--- config.mk ---
export PLATFORM = sky130hd
export DESIGN_NAME = meter_counter_reset_filter_unit
export DESIGN_NICKNAME = d
export VERILOG_FILES = /design/src/hw/rtl/mcrf_pkg.sv /design/src/hw/rtl/mcrf_core.sv /design/src/hw/rtl/meter_counter_reset_filter_unit.sv
export SDC_FILE = /design/constraint.sdc
export NUM_CORES = 1
export LEC_CHECK = 0
export ABC_CLOCK_PERIOD_IN_PS = 6800
export BUFFER_PORTS_ARGS = -buffer_cell sky130_fd_sc_hd__clkbuf_2
export CORE_UTILIZATION = 30
export CTS_CLUSTER_DIAMETER = 150
export DETAILED_ROUTE_END_ITERATION = 6
export PLACE_DENSITY_LB_ADDON = 0.12
export SLEW_MARGIN = 20
export SYNTH_ARGS = -nofsm -noshare
export SYNTH_HDL_FRONTEND = slang
export SYNTH_SLANG_ARGS = --single-unit
--- constraint.sdc ---
create_clock -name clock -period 6.8 [get_ports clock]
set_clock_uncertainty 0.1 [all_clocks]
set_input_delay 1.36 -clock clock [delete_from_list [all_inputs] [get_ports clock]]
set_output_delay 1.36 -clock clock [all_outputs]
set_load 0.05 [all_outputs]
--- src/hw/rtl/mcrf_pkg.sv ---
// shared types and constants for the meter counter reset filter
// no dependencies

package mcrf_pkg;

   localparam int TIME_WIDTH    = 32;
   localparam int TIMEOUT_WIDTH = 16;

   localparam logic [TIMEOUT_WIDTH-1:0] TIMEOUT_RESET = 16'd300;

   // result flags; packed, so looped lands in tuser bit 0 and held in bit 1
   typedef struct packed {
      logic held;
      logic looped;
   } mcrf_flags_type;

endpackage

--- src/hw/rtl/mcrf_core.sv ---
// filter state and per-word decision logic
// depends on mcrf_pkg

module mcrf_core
   import mcrf_pkg::*;
#(
   parameter int COUNT_WIDTH = 48
) (
   input  logic                     clock,
   input  logic                     reset,
   input  logic                     csr_we,
   input  logic [TIMEOUT_WIDTH-1:0] csr_wdata,
   input  logic                     fire,
   input  logic [COUNT_WIDTH-1:0]   reading,
   input  logic [TIME_WIDTH-1:0]    now_seconds,
   output logic [COUNT_WIDTH-1:0]   total,
   output mcrf_flags_type           flags
);

   logic [TIMEOUT_WIDTH-1:0] timeout_ff;
   logic [COUNT_WIDTH-1:0]   offset_ff, offset_in;
   logic [COUNT_WIDTH-1:0]   last_total_ff, last_total_in;
   logic                     reset_pending_ff, reset_pending_in;
   logic [COUNT_WIDTH-1:0]   pending_offset_ff, pending_offset_in;
   logic [TIME_WIDTH-1:0]    pending_since_ff, pending_since_in;

   logic [COUNT_WIDTH:0]     raw_sum, raw_alt;
   logic [COUNT_WIDTH-1:0]   sum, alt_sum;
   logic [TIME_WIDTH-1:0]    elapsed;
   logic                     reading_nz, low, in_window;

   // saturating sums against both the live and the pending offset
   assign raw_sum = {1'b0, offset_ff} + {1'b0, reading};
   assign raw_alt = {1'b0, pending_offset_ff} + {1'b0, reading};
   assign sum     = raw_sum[COUNT_WIDTH] ? {COUNT_WIDTH{1'b1}} : raw_sum[COUNT_WIDTH-1:0];
   assign alt_sum = raw_alt[COUNT_WIDTH] ? {COUNT_WIDTH{1'b1}} : raw_alt[COUNT_WIDTH-1:0];

   assign reading_nz = |reading;
   assign low        = (sum < last_total_ff) && (|last_total_ff);
   assign elapsed    = now_seconds - pending_since_ff;
   assign in_window  = elapsed <= {{(TIME_WIDTH-TIMEOUT_WIDTH){1'b0}}, timeout_ff};

   always_comb begin
      offset_in         = offset_ff;
      last_total_in     = last_total_ff;
      reset_pending_in  = reset_pending_ff;
      pending_offset_in = pending_offset_ff;
      pending_since_in  = pending_since_ff;
      total             = last_total_ff;
      flags.held        = 1'b1;
      flags.looped      = 1'b0;
      if (reading_nz) begin
         if (reset_pending_ff) begin
            reset_pending_in = 1'b0;
            flags.held       = 1'b0;
            if (in_window && low) begin
               // confirmed counter reset
               flags.looped = 1'b1;
               offset_in    = pending_offset_ff;
               total        = alt_sum;
            end else begin
               total = sum;
            end
            last_total_in = total;
         end else if (low) begin
            reset_pending_in  = 1'b1;
            pending_offset_in = last_total_ff;
            pending_since_in  = now_seconds;
         end else begin
            flags.held    = 1'b0;
            total         = sum;
            last_total_in = sum;
         end
      end
   end

   always_ff @(posedge clock) begin
      if (reset) begin
         timeout_ff        <= TIMEOUT_RESET;
         offset_ff         <= '0;
         last_total_ff     <= '0;
         reset_pending_ff  <= 1'b0;
         pending_offset_ff <= '0;
         pending_since_ff  <= '0;
      end else begin
         if (csr_we) begin
            timeout_ff <= csr_wdata;
         end
         if (fire) begin
            offset_ff         <= offset_in;
            last_total_ff     <= last_total_in;
            reset_pending_ff  <= reset_pending_in;
            pending_offset_ff <= pending_offset_in;
            pending_since_ff  <= pending_since_in;
         end
      end
   end

   a_flags_exclusive: assert property (@(posedge clock) disable iff (reset)
      !(flags.looped && flags.held))
      else $error("looped and held both set");

   a_pending_consumed: assert property (@(posedge clock) disable iff (reset)
      fire && reset_pending_ff && reading_nz |=> !reset_pending_ff)
      else $error("pending reset survived a nonzero reading");

   a_loop_offset: assert property (@(posedge clock) disable iff (reset)
      fire && flags.looped |=> offset_ff == $past(pending_offset_ff))
      else $error("offset not taken from pending record");

endmodule

--- src/hw/rtl/meter_counter_reset_filter_unit.sv ---
// meter counter reset filter, top level: input stage, filter core and result register
// depends on mcrf_pkg and mcrf_core
// each req word passes the input register, then the result register (two register stages)
// throughput: one word per cycle; the filter state is updated in the single
//   cycle a word moves from the input register to the result register; rsp_tready low stalls
// reset: synchronous, active high; clears all filter state, sets the timeout to 300 s

module meter_counter_reset_filter_unit
   import mcrf_pkg::*;
#(
   parameter int COUNT_WIDTH = 48
) (
   input  logic                                    clock,
   input  logic                                    reset,
   // configuration: pending timeout in seconds
   input  logic                                    csr_we,
   input  logic [TIMEOUT_WIDTH-1:0]                csr_wdata,
   // input words
   input  logic                                    req_tvalid,
   output logic                                    req_tready,
   input  logic [((COUNT_WIDTH+TIME_WIDTH+7)/8)*8-1:0] req_tdata, // reading, now_seconds
   // result words
   output logic                                    rsp_tvalid,
   input  logic                                    rsp_tready,
   output logic [((COUNT_WIDTH+7)/8)*8-1:0]        rsp_tdata,  // total
   output logic [1:0]                              rsp_tuser   // looped, held
);

   localparam int REQ_BITS = ((COUNT_WIDTH + TIME_WIDTH + 7) / 8) * 8;
   localparam int RSP_BITS = ((COUNT_WIDTH + 7) / 8) * 8;

   // input register
   logic                   in_valid_ff;
   logic [COUNT_WIDTH-1:0] in_reading_ff;
   logic [TIME_WIDTH-1:0]  in_now_ff;

   // result register
   logic                   out_valid_ff;
   logic [COUNT_WIDTH-1:0] out_total_ff;
   mcrf_flags_type         out_flags_ff;

   logic                   advance;
   logic                   req_fire;
   logic [COUNT_WIDTH-1:0] core_total;
   mcrf_flags_type         core_flags;

   // a word moves on when the result register is empty or being drained
   assign advance    = in_valid_ff && (!out_valid_ff || rsp_tready);
   assign req_tready = !in_valid_ff || advance;
   assign req_fire   = req_tvalid && req_tready;

   always_ff @(posedge clock) begin
      if (reset) begin
         in_valid_ff <= 1'b0;
      end else if (req_tready) begin
         in_valid_ff <= req_tvalid;
      end
   end

   // payload needs no reset
   always_ff @(posedge clock) begin
      if (req_fire) begin
         in_reading_ff <= req_tdata[COUNT_WIDTH-1:0];
         in_now_ff     <= req_tdata[COUNT_WIDTH+TIME_WIDTH-1:COUNT_WIDTH];
      end
   end

   mcrf_core #(
      .COUNT_WIDTH (COUNT_WIDTH)
   ) u_core (
      .clock       (clock),
      .reset       (reset),
      .csr_we      (csr_we),
      .csr_wdata   (csr_wdata),
      .fire        (advance),
      .reading     (in_reading_ff),
      .now_seconds (in_now_ff),
      .total       (core_total),
      .flags       (core_flags)
   );

   always_ff @(posedge clock) begin
      if (reset) begin
         out_valid_ff <= 1'b0;
      end else if (advance) begin
         out_valid_ff <= 1'b1;
      end else if (rsp_tready) begin
         out_valid_ff <= 1'b0;
      end
   end

   always_ff @(posedge clock) begin
      if (advance) begin
         out_total_ff <= core_total;
         out_flags_ff <= core_flags;
      end
   end

   assign rsp_tvalid = out_valid_ff;
   assign rsp_tdata  = RSP_BITS'(out_total_ff);
   assign rsp_tuser  = {out_flags_ff.held, out_flags_ff.looped};

   // request word must hold both fields
   a_req_width: assert property (@(posedge clock) disable iff (reset)
      REQ_BITS >= COUNT_WIDTH + TIME_WIDTH)
      else $error("request word too narrow");

   a_no_drop: assert property (@(posedge clock) disable iff (reset)
      out_valid_ff && !rsp_tready && !advance |=> out_valid_ff)
      else $error("stalled result lost");

   a_advance_loads: assert property (@(posedge clock) disable iff (reset)
      advance |=> out_valid_ff)
      else $error("processed word not presented");

endmodule
==> results.py, run 1 <==
metrics = {
    "critical_path": {
        "critPathMaxStageDelay_ns": 0.46,
        "worst_path_most_repeated_cell": "buf_4",
        "rr_worst_depth": 27,
        "required_ns": 6.93,
        "worstSetupStartpointType": "register",
        "r2r-end": "rsp_tdata[33]",
        "cp-end-kind": "register",
        "worstSetupPathType": "reg2reg",
        "cp_max_fo": 10,
        "crit_path_start": "in_reading_ff[0]",
        "cpMaxStageDelayCell": "fa_1",
        "rrSetupSlack_ns": 0.29,
        "crit_arrival_ns": 6.64,
        "critical_path.endpoint": "rsp_tdata[33]",
        "reg2reg_from": "in_reading_ff[0]",
    },
    "finish": {
        "final_cell_count_no_fill": 3666,
        "drive_above_1_share_pct": 12.4,
        "final_common_cell": "nand2_1",
        "diodes": 0,
        "area_growth_pct": 16.8,
        "nNetsFinal": 2980,
        "final_cell_mix": "nand2_1 (279), a21oi_1 (267), nor2_1 (224), dfxtp_1 (194), ha_1 (188)",
    },
    "clock_network": {
        "cts_tree": "built",
        "clk_latency_ns": 0.58,
        "cts_root_buf": "clkbuf_16",
        "clk_path_buf_depth": 3,
        "cts_buffers": 41,
        "htreeDepth": 2,
        "path_clk_slew_ns": 0.06,
        "hold_buffers": 0,
        "cts.sinks": 325,
    },
    "routing": {
        "drc_errors": 0,
        "antenna_left": 0,
        "routed_wl_mm": 80.1,
        "first_pass_iters": 5,
        "drtIter0Drc": 1686,
        "vias": 20000,
        "via_per_inst": 5.45,
        "wl_per_cell_um": 21.8,
    },
    "pwr": {
        "ir_worst_vdd_mv": 0.173,
        "p_leak_uw": 0.0108,
        "power_density_mw_per_mm2": 223,
        "finalPower_uw": 5690,
    },
    "placed_design": {
        "portBuffers": 152,
        "gp_congestion": 0.937,
        "post-place-cells": 3590,
        "dp.final_hpwl_mm": 61.4,
        "dpl_worst_slack_ns": -0.182,
    },
    "floorplanning": {
        "die_w_um": 272,
        "io_pins": 153,
        "fp-row-count": 98,
        "core_area_mm2": 0.0717,
        "die_h_um": 272,
        "initial_core_util_pct": 30.4,
        "die_area_mm2": 0.0738,
    },
    "timing": {
        "setup-violations-final": 0,
        "rsz0062_at_grt": "no",
        "worst_slack_ns": 0.287,
        "period_minus_slack_ns": 6.51,
        "max-slew-margin-rel_pct": 19.2,
        "period_share_pct": 95.8,
        "finalHoldViolCount": 0,
        "tightest_slew_ns": 1.20,
        "tns_ns": 0,
        "report.final.slew_viol_count": 0,
        "fmax_ghz": 0.154,
    },
    "outcome": {
        "status": "finished clean",
    },
    "yosys": {
        "ys_types": 80,
        "yosys_warnings": 0,
        "yosys.area.top_type_share_pct": 17.9,
        "syn_nets": 2848,
        "synthArstFlopShare_pct": 0,
        "synthTopCellsByArea": "dfxtp_1 (18%), edfxtp_1 (18%), ha_1 (11%), a21oi_1 (6.1%), nand2_1 (4.8%)",
        "synth_cells": 2554,
        "synth-seq-cells": 325,
        "syn_area_mm2": 0.0218,
        "synth_ff_type": "dfxtp_1",
        "synth_edf_count": 130,
        "synth_top_area_cell": "dfxtp_1",
        "synth-seq-area-share_pct": 35.8,
        "avgSynthCellArea_um2": 8.54,
    },
    "min_path": {
        "hp-class": "reg2reg",
    },
    "global_route": {
        "grt_pass1_wl_mm": 120,
        "antenna_found_initial": 2,
        "grt_overflow_total": 0,
        "grt_pass1_vias": 19400,
        "grt_max_degree": 84,
        "grt_use_total_pct": 21.2,
    },
    "run": {
        "maxCapViolCount": 0,
    },
}
-- through the flow --
| stage | util, % | hold slack, ns | cell area (um^2) |
|---|---|---|---|
| after global routing | 35.5 | 0.397 | 25500 |
| final | 35.5 | 0.365 | 25500 |
| after CTS | 35.4 | 0.369 | 25400 |
| after global placement | 33.3 | 0.353 | 23900 |
| after detailed placement | 33.3 | 0.355 | 23900 |
| after floorplan | - | 0.340 | 21800 |
-- report_power, final --
group	internal (uW)	switching [uW]
Sequential	2140	93.7
Combinational	376	693
Clock	1500	887
-- Yosys cell counts (6+ instances only) --
cell type,instances
nand2_1,280
a21oi_1,268
nor2_1,227
dfxtp_1,195
ha_1,190
o21ai_0,139
edfxtp_1,130
inv_1,129
clkbuf_1,114
mux2i_1,97
a31oi_1,81
a21o_1,70
xnor2_1,57
nand4_1,47
xor2_1,45
a211oi_1,40
nand3_1,30
nor3_1,30
nor4_1,27
a22oi_1,26
o211ai_1,26
and3_1,23
o21bai_1,22
o21a_1,20
buf_2,17
nand2b_1,15
nor2b_1,15
a32oi_1,14
or3_1,11
a2111oi_0,10
o31ai_1,10
a221oi_1,9
and2_1,9
o21ai_1,8
a211o_1,7
a41oi_1,7
o31a_1,7
and4_1,6
o211a_1,6
-- area by class of cell --
class | count | area, um^2
fillers | 7514 | 46200
multi-input cells | 1963 | 13100
flip-flops and latches | 325 | 7810
repair buffers | 225 | 1450
well taps | 950 | 1190
clock buffers | 48 | 1060
inverters | 130 | 488
clock inverters | 25 | 394
-- cell families after synthesis --
logic type / Yosys count / synth area share, %
adders and majority gates: 193 / 11.2
and+or+nand+nor: 735 / 15.1
xor gates and xnor gates: 102 / 4.10
buffers and inverters: 267 / 4.81
DFF: 325 / 35.8
muxes: 101 / 4.66
AOI/OAI and AO/OA: 831 / 24.3
-- flip-flops by register name, summed over array words and instances (netlist names) --
name                      flops
u_core.pending_since_ff      32
rsp_tvalid                    1
u_core.reset_pending_ff       1
rsp_tuser                     2
in_valid_ff                   1
in_reading_ff                48
u_core.last_total_ff         48
u_core.offset_ff             48
in_now_ff                    32
rsp_tdata                    48
u_core.timeout_ff            16
u_core.pending_offset_ff     48
-- worst min path at each step --
stage                                  to                       start  depth (start not counted)
2_1_floorplan  u_core.pending_since_ff[0]  u_core.pending_since_ff[0]                          2
3_3_place_gp   u_core.pending_since_ff[0]  u_core.pending_since_ff[0]                          2
3_5_place_dp   u_core.pending_since_ff[0]  u_core.pending_since_ff[0]                          2
4_1_cts        u_core.pending_since_ff[0]  u_core.pending_since_ff[0]                          2
5_1_grt        u_core.pending_since_ff[0]  u_core.pending_since_ff[0]                          2
6_report       u_core.pending_since_ff[0]  u_core.pending_since_ff[0]                          2
-- metal layers --
metal / share of wire (%) / up-vias / track usage (%) / wire length, um
met1: 44 / 9582 / 27.7 / 35600
met2: 47 / 627 / 35.6 / 37700
met3: 5.4 / 108 / 2.81 / 4330
li1: - / 9677 / - / -
met4: 3.1 / 0 / 7.23 / 2470
met5: 0 / - / 0 / 0
-- worst max-delay path, delay by kind of cell (launching register included) --
| family | cells | cell delay, ns |
|---|---|---|
| AOI/OAI and AO/OA | 11 | 2.21 |
| and+or+nand+nor | 8 | 1.51 |
| adders and majority gates | 3 | 1.02 |
| buffers and inverters | 4 | 0.70 |
| DFF | 1 | 0.43 |
| xor gates and xnor gates | 1 | 0.19 |
-- repair_timing --
action | 4_1_cts | 5_1_grt
pin swaps | 1 | 1
endpoints found under the setup margin | 104 | 192
gates cloned | 1 | 0
gates resized for setup | 3 | 19
buffers inserted | 0 | 2
Power figures use the tool's default switching activity.
==> run 2, diff against run 1 <==
Settings changed: ABC_AREA set to 1.
==> run 2 against run 1 <==
Effect of this change: clock power is 9.2% lower; via count is 13% higher; worst hold slack worse by 0.0081 ns; design area is 4.6% higher; wire length is 7.2% higher; non-clock buffer count is 26 lower; critical endpoint is now u_core.offset_ff[5]; highest routed layer unchanged.
==> results.py, run 2 <==
metrics = {
    "routing": {
        "wl_met3_mm": 3.71,
        "wl_met1_mm": 41.2,
        "drc_errors": 0,
        "wl_per_cell_um": 18.7,
        "first_pass_iters": 5,
        "routed_wl_mm": 85.8,
        "wl_met2_mm": 38.9,
        "via_per_inst": 4.94,
        "vias": 22600,
        "antenna_left": 0,
        "top_layer": "met4",
        "drtIter0Drc": 1476,
    },
    "finish": {
        "area_growth_pct": 14.1,
        "regArea_mm2": 0.00781,
        "drive_above_1_share_pct": 8.48,
        "nNetsFinal": 3811,
        "nFillCells": 8483,
        "final_cell_mix": "nand2_1 (592), nor2_1 (577), inv_1 (447), a21oi_1 (327), nand3_1 (213)",
        "final_area_mm2": 0.0267,
        "multi_input_area_mm2": 0.0134,
        "final_common_cell": "nand2_1",
        "diodes": 0,
    },
    "pwr": {
        "ir_worst_vdd_mv": 0.215,
        "finalPower_uw": 5630,
        "p_leak_uw": 0.0128,
        "power_density_mw_per_mm2": 211,
    },
    "yosys": {
        "synth_most_common_cell": "nand2_1",
        "synth_ff_type": "dfxtp_1",
        "synth_fa_ha_area_share_pct": 10.4,
        "syn_nets": 3689,
        "synthXorXnorAreaFrac_pct": 2.28,
        "synth_compound_area_share_pct": 15.9,
        "synth_top_family_by_area": "simple AND/OR/NAND/NOR gates",
        "yosys_warnings": 0,
        "synth_top_area_cell": "dfxtp_1",
        "yosys.area_share.simple_pct": 28.4,
        "synth_cells": 3395,
        "netlist_top_cells_count": "nand2_1 (592), nor2_1 (578), inv_1 (453)",
        "synthTopCellsByArea": "dfxtp_1 (17%), edfxtp_1 (17%), ha_1 (10%), nand2_1 (9.5%), nor2_1 (9.3%)",
        "synth-seq-cells": 325,
        "syn_area_mm2": 0.0234,
        "synth-seq-area-share_pct": 33.4,
        "yosys-mux-area-fraction_pct": 0,
        "synthArstFlopShare_pct": 0,
        "synth_edf_count": 130,
        "avgSynthCellArea_um2": 6.89,
        "yosys.area.top_type_share_pct": 16.7,
        "ys_types": 52,
    },
    "placed_design": {
        "placed_cell_area_mm2": 0.0254,
        "portBuffers": 152,
        "gp_congestion": 0.952,
        "dp.final_hpwl_mm": 67.0,
    },
    "timing": {
        "setup-violations-final": 0,
        "period_minus_slack_ns": 6.32,
        "report.final.slew_viol_count": 0,
        "period_share_pct": 92.9,
        "tightest_slew_ns": 0.970,
        "fmax_ghz": 0.158,
        "tns_ns": 0,
        "finalHoldViolCount": 0,
        "rsz0062_at_grt": "no",
        "max-slew-margin-rel_pct": 34.9,
    },
    "clock_network": {
        "clk_path_buf_depth": 3,
        "clk_latency_ns": 0.60,
        "cts_resized": 0,
        "htreeDepth": 2,
        "post-cts-setup-buffers": 0,
        "hold_buffers": 0,
        "cts_buffers": 41,
        "path_clk_slew_ns": 0.06,
        "cts.sinks": 325,
        "cts_root_buf": "clkbuf_16",
        "cts_tree": "built",
    },
    "floorplanning": {
        "die_w_um": 281,
        "die_h_um": 281,
        "die_area_mm2": 0.0790,
        "fp-row-count": 101,
        "initial_core_util_pct": 30.5,
        "io_pins": 153,
        "core_area_mm2": 0.0766,
    },
    "run": {
        "maxCapViolCount": 0,
    },
    "global_route": {
        "antenna_found_initial": 0,
        "grt_pass1_wl_mm": 130,
        "grt_pass1_vias": 21900,
        "grt_overflow_total": 0,
        "grt_use_total_pct": 21.5,
        "grt_max_degree": 87,
    },
    "critical_path": {
        "crit_arrival_ns": 6.73,
        "rr_worst_depth": 27,
        "cp_max_fo": 29,
        "cp-end-kind": "register",
        "worstSetupPathType": "reg2reg",
        "worstSetupStartpointType": "register",
        "required_ns": 7.21,
    },
    "outcome": {
        "status": "finished clean",
    },
    "min_path": {
        "holdPathStages": 2,
        "hp-class": "reg2reg",
    },
}
==> run 2: through the flow <==
stage	hold slack, ns	worst slack, ns	util [%]	std cells
after detailed placement	0.351	0.260	33.1	4504
final	0.357	0.482	34.8	4580
after CTS	0.361	0.207	34.8	4580
after floorplan	0.333	1.78	-	3395
after global routing	0.372	0.0125	34.8	4580
after global placement	0.347	0.282	33.1	4504
==> run 2: final cells by class <==
type | instances | share of cell area [%]
clock buffers | 59 | 4.25
clock inverters | 17 | 0.647
inverters | 460 | 6.51
multi-input cells | 2490 | 50.1
flip-flops and latches | 325 | 29.3
well taps | 1030 | 4.83
repair buffers | 199 | 4.37
==> run 2: path summary, 6_finish.rpt <==
check	startpoint	to	slack [ns]
min reg2reg	u_core.pending_since_ff[26]	u_core.pending_since_ff[26]	0.36
min	u_core.pending_since_ff[26]	u_core.pending_since_ff[26]	0.36
max reg2reg	in_reading_ff[3]	u_core.offset_ff[5]	0.48
max	in_reading_ff[3]	u_core.offset_ff[5]	0.48
==> run 2: where the power goes <==
group	internal (uW)	total [uW]	leakage (uW)	switching [uW]
Sequential	2150	2220	0.00285	70.3
Clock	1250	2170	0.000641	918
Combinational	390	1250	0.00926	856
==> run 2: logic make-up after synthesis <==
family	count (synthesis)
xor+xnor	60
simple gates	1571
flops	325
fa+ha+maj	193
buf+inv	580
compound gates	666
==> run 2: critical path: stages (launching register included) <==
cell and delay (ns):
edfxtp_1 0.48, ha_1 0.43, a21oi_1 0.26, nand2_1 0.16
nand3_1 0.10, nand2_1 0.11, nand2_1 0.08, nand2_1 0.17
nand2_1 0.27, nand2_1 0.18, buf_4 0.27, nor3_1 0.26
inv_1 0.09, ha_1 0.30, nand2_1 0.18, nor2_1 0.07
a211oi_1 0.27, o221ai_1 0.29, nand2_1 0.18, nand3_1 0.27
a221oi_4 0.57, nand3_2 0.16, nor2_2 0.12, nand2_2 0.18
inv_2 0.11, buf_4 0.35, nor2_1 0.08, nor2_1 0.12
==> run 2: per-layer routing <==
layer | GRT usage, % | vias up
met3 | 2.20 | 104
met1 | 30.0 | 10400
li1 | - | 11600
met5 | 0 | -
met4 | 5.70 | 0
met2 | 35.1 | 523
==> run 3, diff against run 2 <==
Settings changed: PLACE_DENSITY set to 0.47, PLACE_DENSITY_LB_ADDON 0.12 to not set.
==> run 3 against run 2 <==
Effect of this change: register-to-register slack gained 0.05 ns; clock-buffer cell count grew 1; total power grew 3.0%; combinational power is essentially flat; global-route usage grew 0.21 points; sequential power is essentially flat; final cell count grew 0.26%; highest routed layer is now met5; fmax grew 0.73%; worst setup slack gained 0.046 ns; via count grew 0.83%; critical endpoint is now u_core.offset_ff[47]; critical path depth grew 4.
==> results.py, run 3 (same netlist as run 2, synthesis figures left out) <==
metrics = {
    "outcome": {
        "status": "finished clean",
    },
    "pwr": {
        "p_leak_uw": 0.0129,
        "power_density_mw_per_mm2": 215,
        "ir_worst_vdd_mv": 0.164,
    },
    "floorplanning": {
        "die_h_um": 281,
        "fp-row-count": 101,
        "io_pins": 153,
        "die_w_um": 281,
        "core_area_mm2": 0.0766,
        "die_area_mm2": 0.0790,
        "initial_core_util_pct": 30.5,
    },
    "finish": {
        "final_common_cell": "nand2_1",
        "diodes": 0,
        "area_growth_pct": 15.2,
        "regArea_mm2": 0.00781,
        "multi_input_area_mm2": 0.0134,
        "final_cell_mix": "nand2_1 (591), nor2_1 (577), inv_1 (448), a21oi_1 (328), nand3_1 (213)",
        "nFillCells": 8334,
        "nNetsFinal": 3823,
        "drive_above_1_share_pct": 8.96,
        "final_cell_count_no_fill": 4592,
    },
    "timing": {
        "finalHoldViolCount": 0,
        "tightest_slew_ns": 1.03,
        "fmax_ghz": 0.159,
        "report.final.slew_viol_count": 0,
        "setup-violations-final": 0,
        "period_share_pct": 92.2,
        "max-slew-margin-rel_pct": 30.9,
        "period_minus_slack_ns": 6.27,
        "rsz0062_at_grt": "no",
        "tns_ns": 0,
    },
    "clock_network": {
        "clk_latency_ns": 0.60,
        "cts_root_buf": "clkbuf_16",
        "path_clk_slew_ns": 0.06,
        "cts.sinks": 325,
        "hold_buffers": 0,
        "clk_path_buf_depth": 3,
        "cts_tree": "built",
        "htreeDepth": 2,
        "cts_buffers": 41,
    },
    "critical_path": {
        "cp-end-kind": "register",
        "crit_arrival_ns": 6.70,
        "worstSetupPathType": "reg2reg",
        "cpMaxStageDelayCell": "a21oi_1",
        "worst_path_most_repeated_cell": "nand2_1",
        "worstSetupStartpointType": "register",
        "required_ns": 7.23,
        "critPathMaxStageDelay_ns": 0.49,
        "cp_max_fo": 21,
    },
    "placed_design": {
        "post-place-cells": 4514,
        "portBuffers": 152,
        "dp.final_hpwl_mm": 67.3,
        "gp_congestion": 0.998,
    },
    "global_route": {
        "antenna_found_initial": 1,
        "grt_use_total_pct": 21.7,
        "grt_pass1_vias": 21900,
        "grt_overflow_total": 0,
        "grt_pass1_wl_mm": 131,
        "grt_max_degree": 93,
    },
    "routing": {
        "wl_met2_mm": 39.1,
        "first_pass_iters": 6,
        "drtIter0Drc": 1468,
        "routed_wl_mm": 87.0,
        "wl_met3_mm": 4.56,
        "wl_per_cell_um": 19.0,
        "via_per_inst": 4.97,
        "drc_errors": 0,
        "antenna_left": 0,
        "wl_met1_mm": 40.7,
        "top_layer": "met5",
        "vias": 22800,
    },
    "min_path": {
        "hp-class": "reg2reg",
    },
    "run": {
        "maxCapViolCount": 0,
    },
}
-- run 3: critical path: cells and delay by family (launching register included) --
family | cells | cell delay [ns]
AOI/OAI and AO/OA | 5 | 1.23
adders and majority gates | 3 | 0.94
buffers and inverters | 2 | 0.45
DFF | 1 | 0.43
and+or+nand+nor | 21 | 3.02
-- run 3: power breakdown --
part | total (uW) | switching, uW | internal [uW]
Sequential | 2220 | 68.7 | 2150
Clock | 2300 | 917 | 1390
Combinational | 1280 | 868 | 407
-- run 3: cell type report --
class,count,share of cell area [%]
Inverter,460,6.43
Multi-Input combinational cell,2490,49.7
Clock buffer,60,4.30
Tap cell,1030,4.78
Sequential cell,325,29.0
Timing Repair Buffer,211,4.90
Clock inverter,16,0.915
-- run 3: metal layers --
layer	vias up	track usage, %
met5	-	0
met4	2	7.06
met3	120	2.91
met2	602	35.4
met1	10500	29.4
li1	11600	-
-- run 3: through the flow --
stage	util, %	cell area [um^2]	hold WS (ns)	setup WS, ns	power [uW]
finish	35.2	26900	0.355	0.528	5800
floorplan	-	23400	0.333	1.78	3110
CTS	35.1	26900	0.360	0.267	5870
global route	35.2	26900	0.379	0.00578	6100
detailed placement	33.3	25500	0.352	0.290	3530
global placement	33.3	25500	0.346	0.327	3530
-- run 3: timing repair --
item                                    4_1_cts  5_1_grt
gates resized for setup                       0        5
buffers inserted                              0        2
endpoints found under the setup margin        0      200
hold endpoints to repair                      0        0
-- run 3: worst paths after layout --
| path | from | endpoint | slack, ns | cells past startpoint |
|---|---|---|---|---|
| worst min register to register | u_core.pending_since_ff[22] | u_core.pending_since_ff[22] | 0.36 | 2 |
| worst max-delay path | in_reading_ff[0] | u_core.offset_ff[47] | 0.53 | 31 |
| worst min-delay path | u_core.pending_since_ff[22] | u_core.pending_since_ff[22] | 0.36 | 2 |
| worst max register to register | in_reading_ff[0] | u_core.offset_ff[47] | 0.53 | 31 |
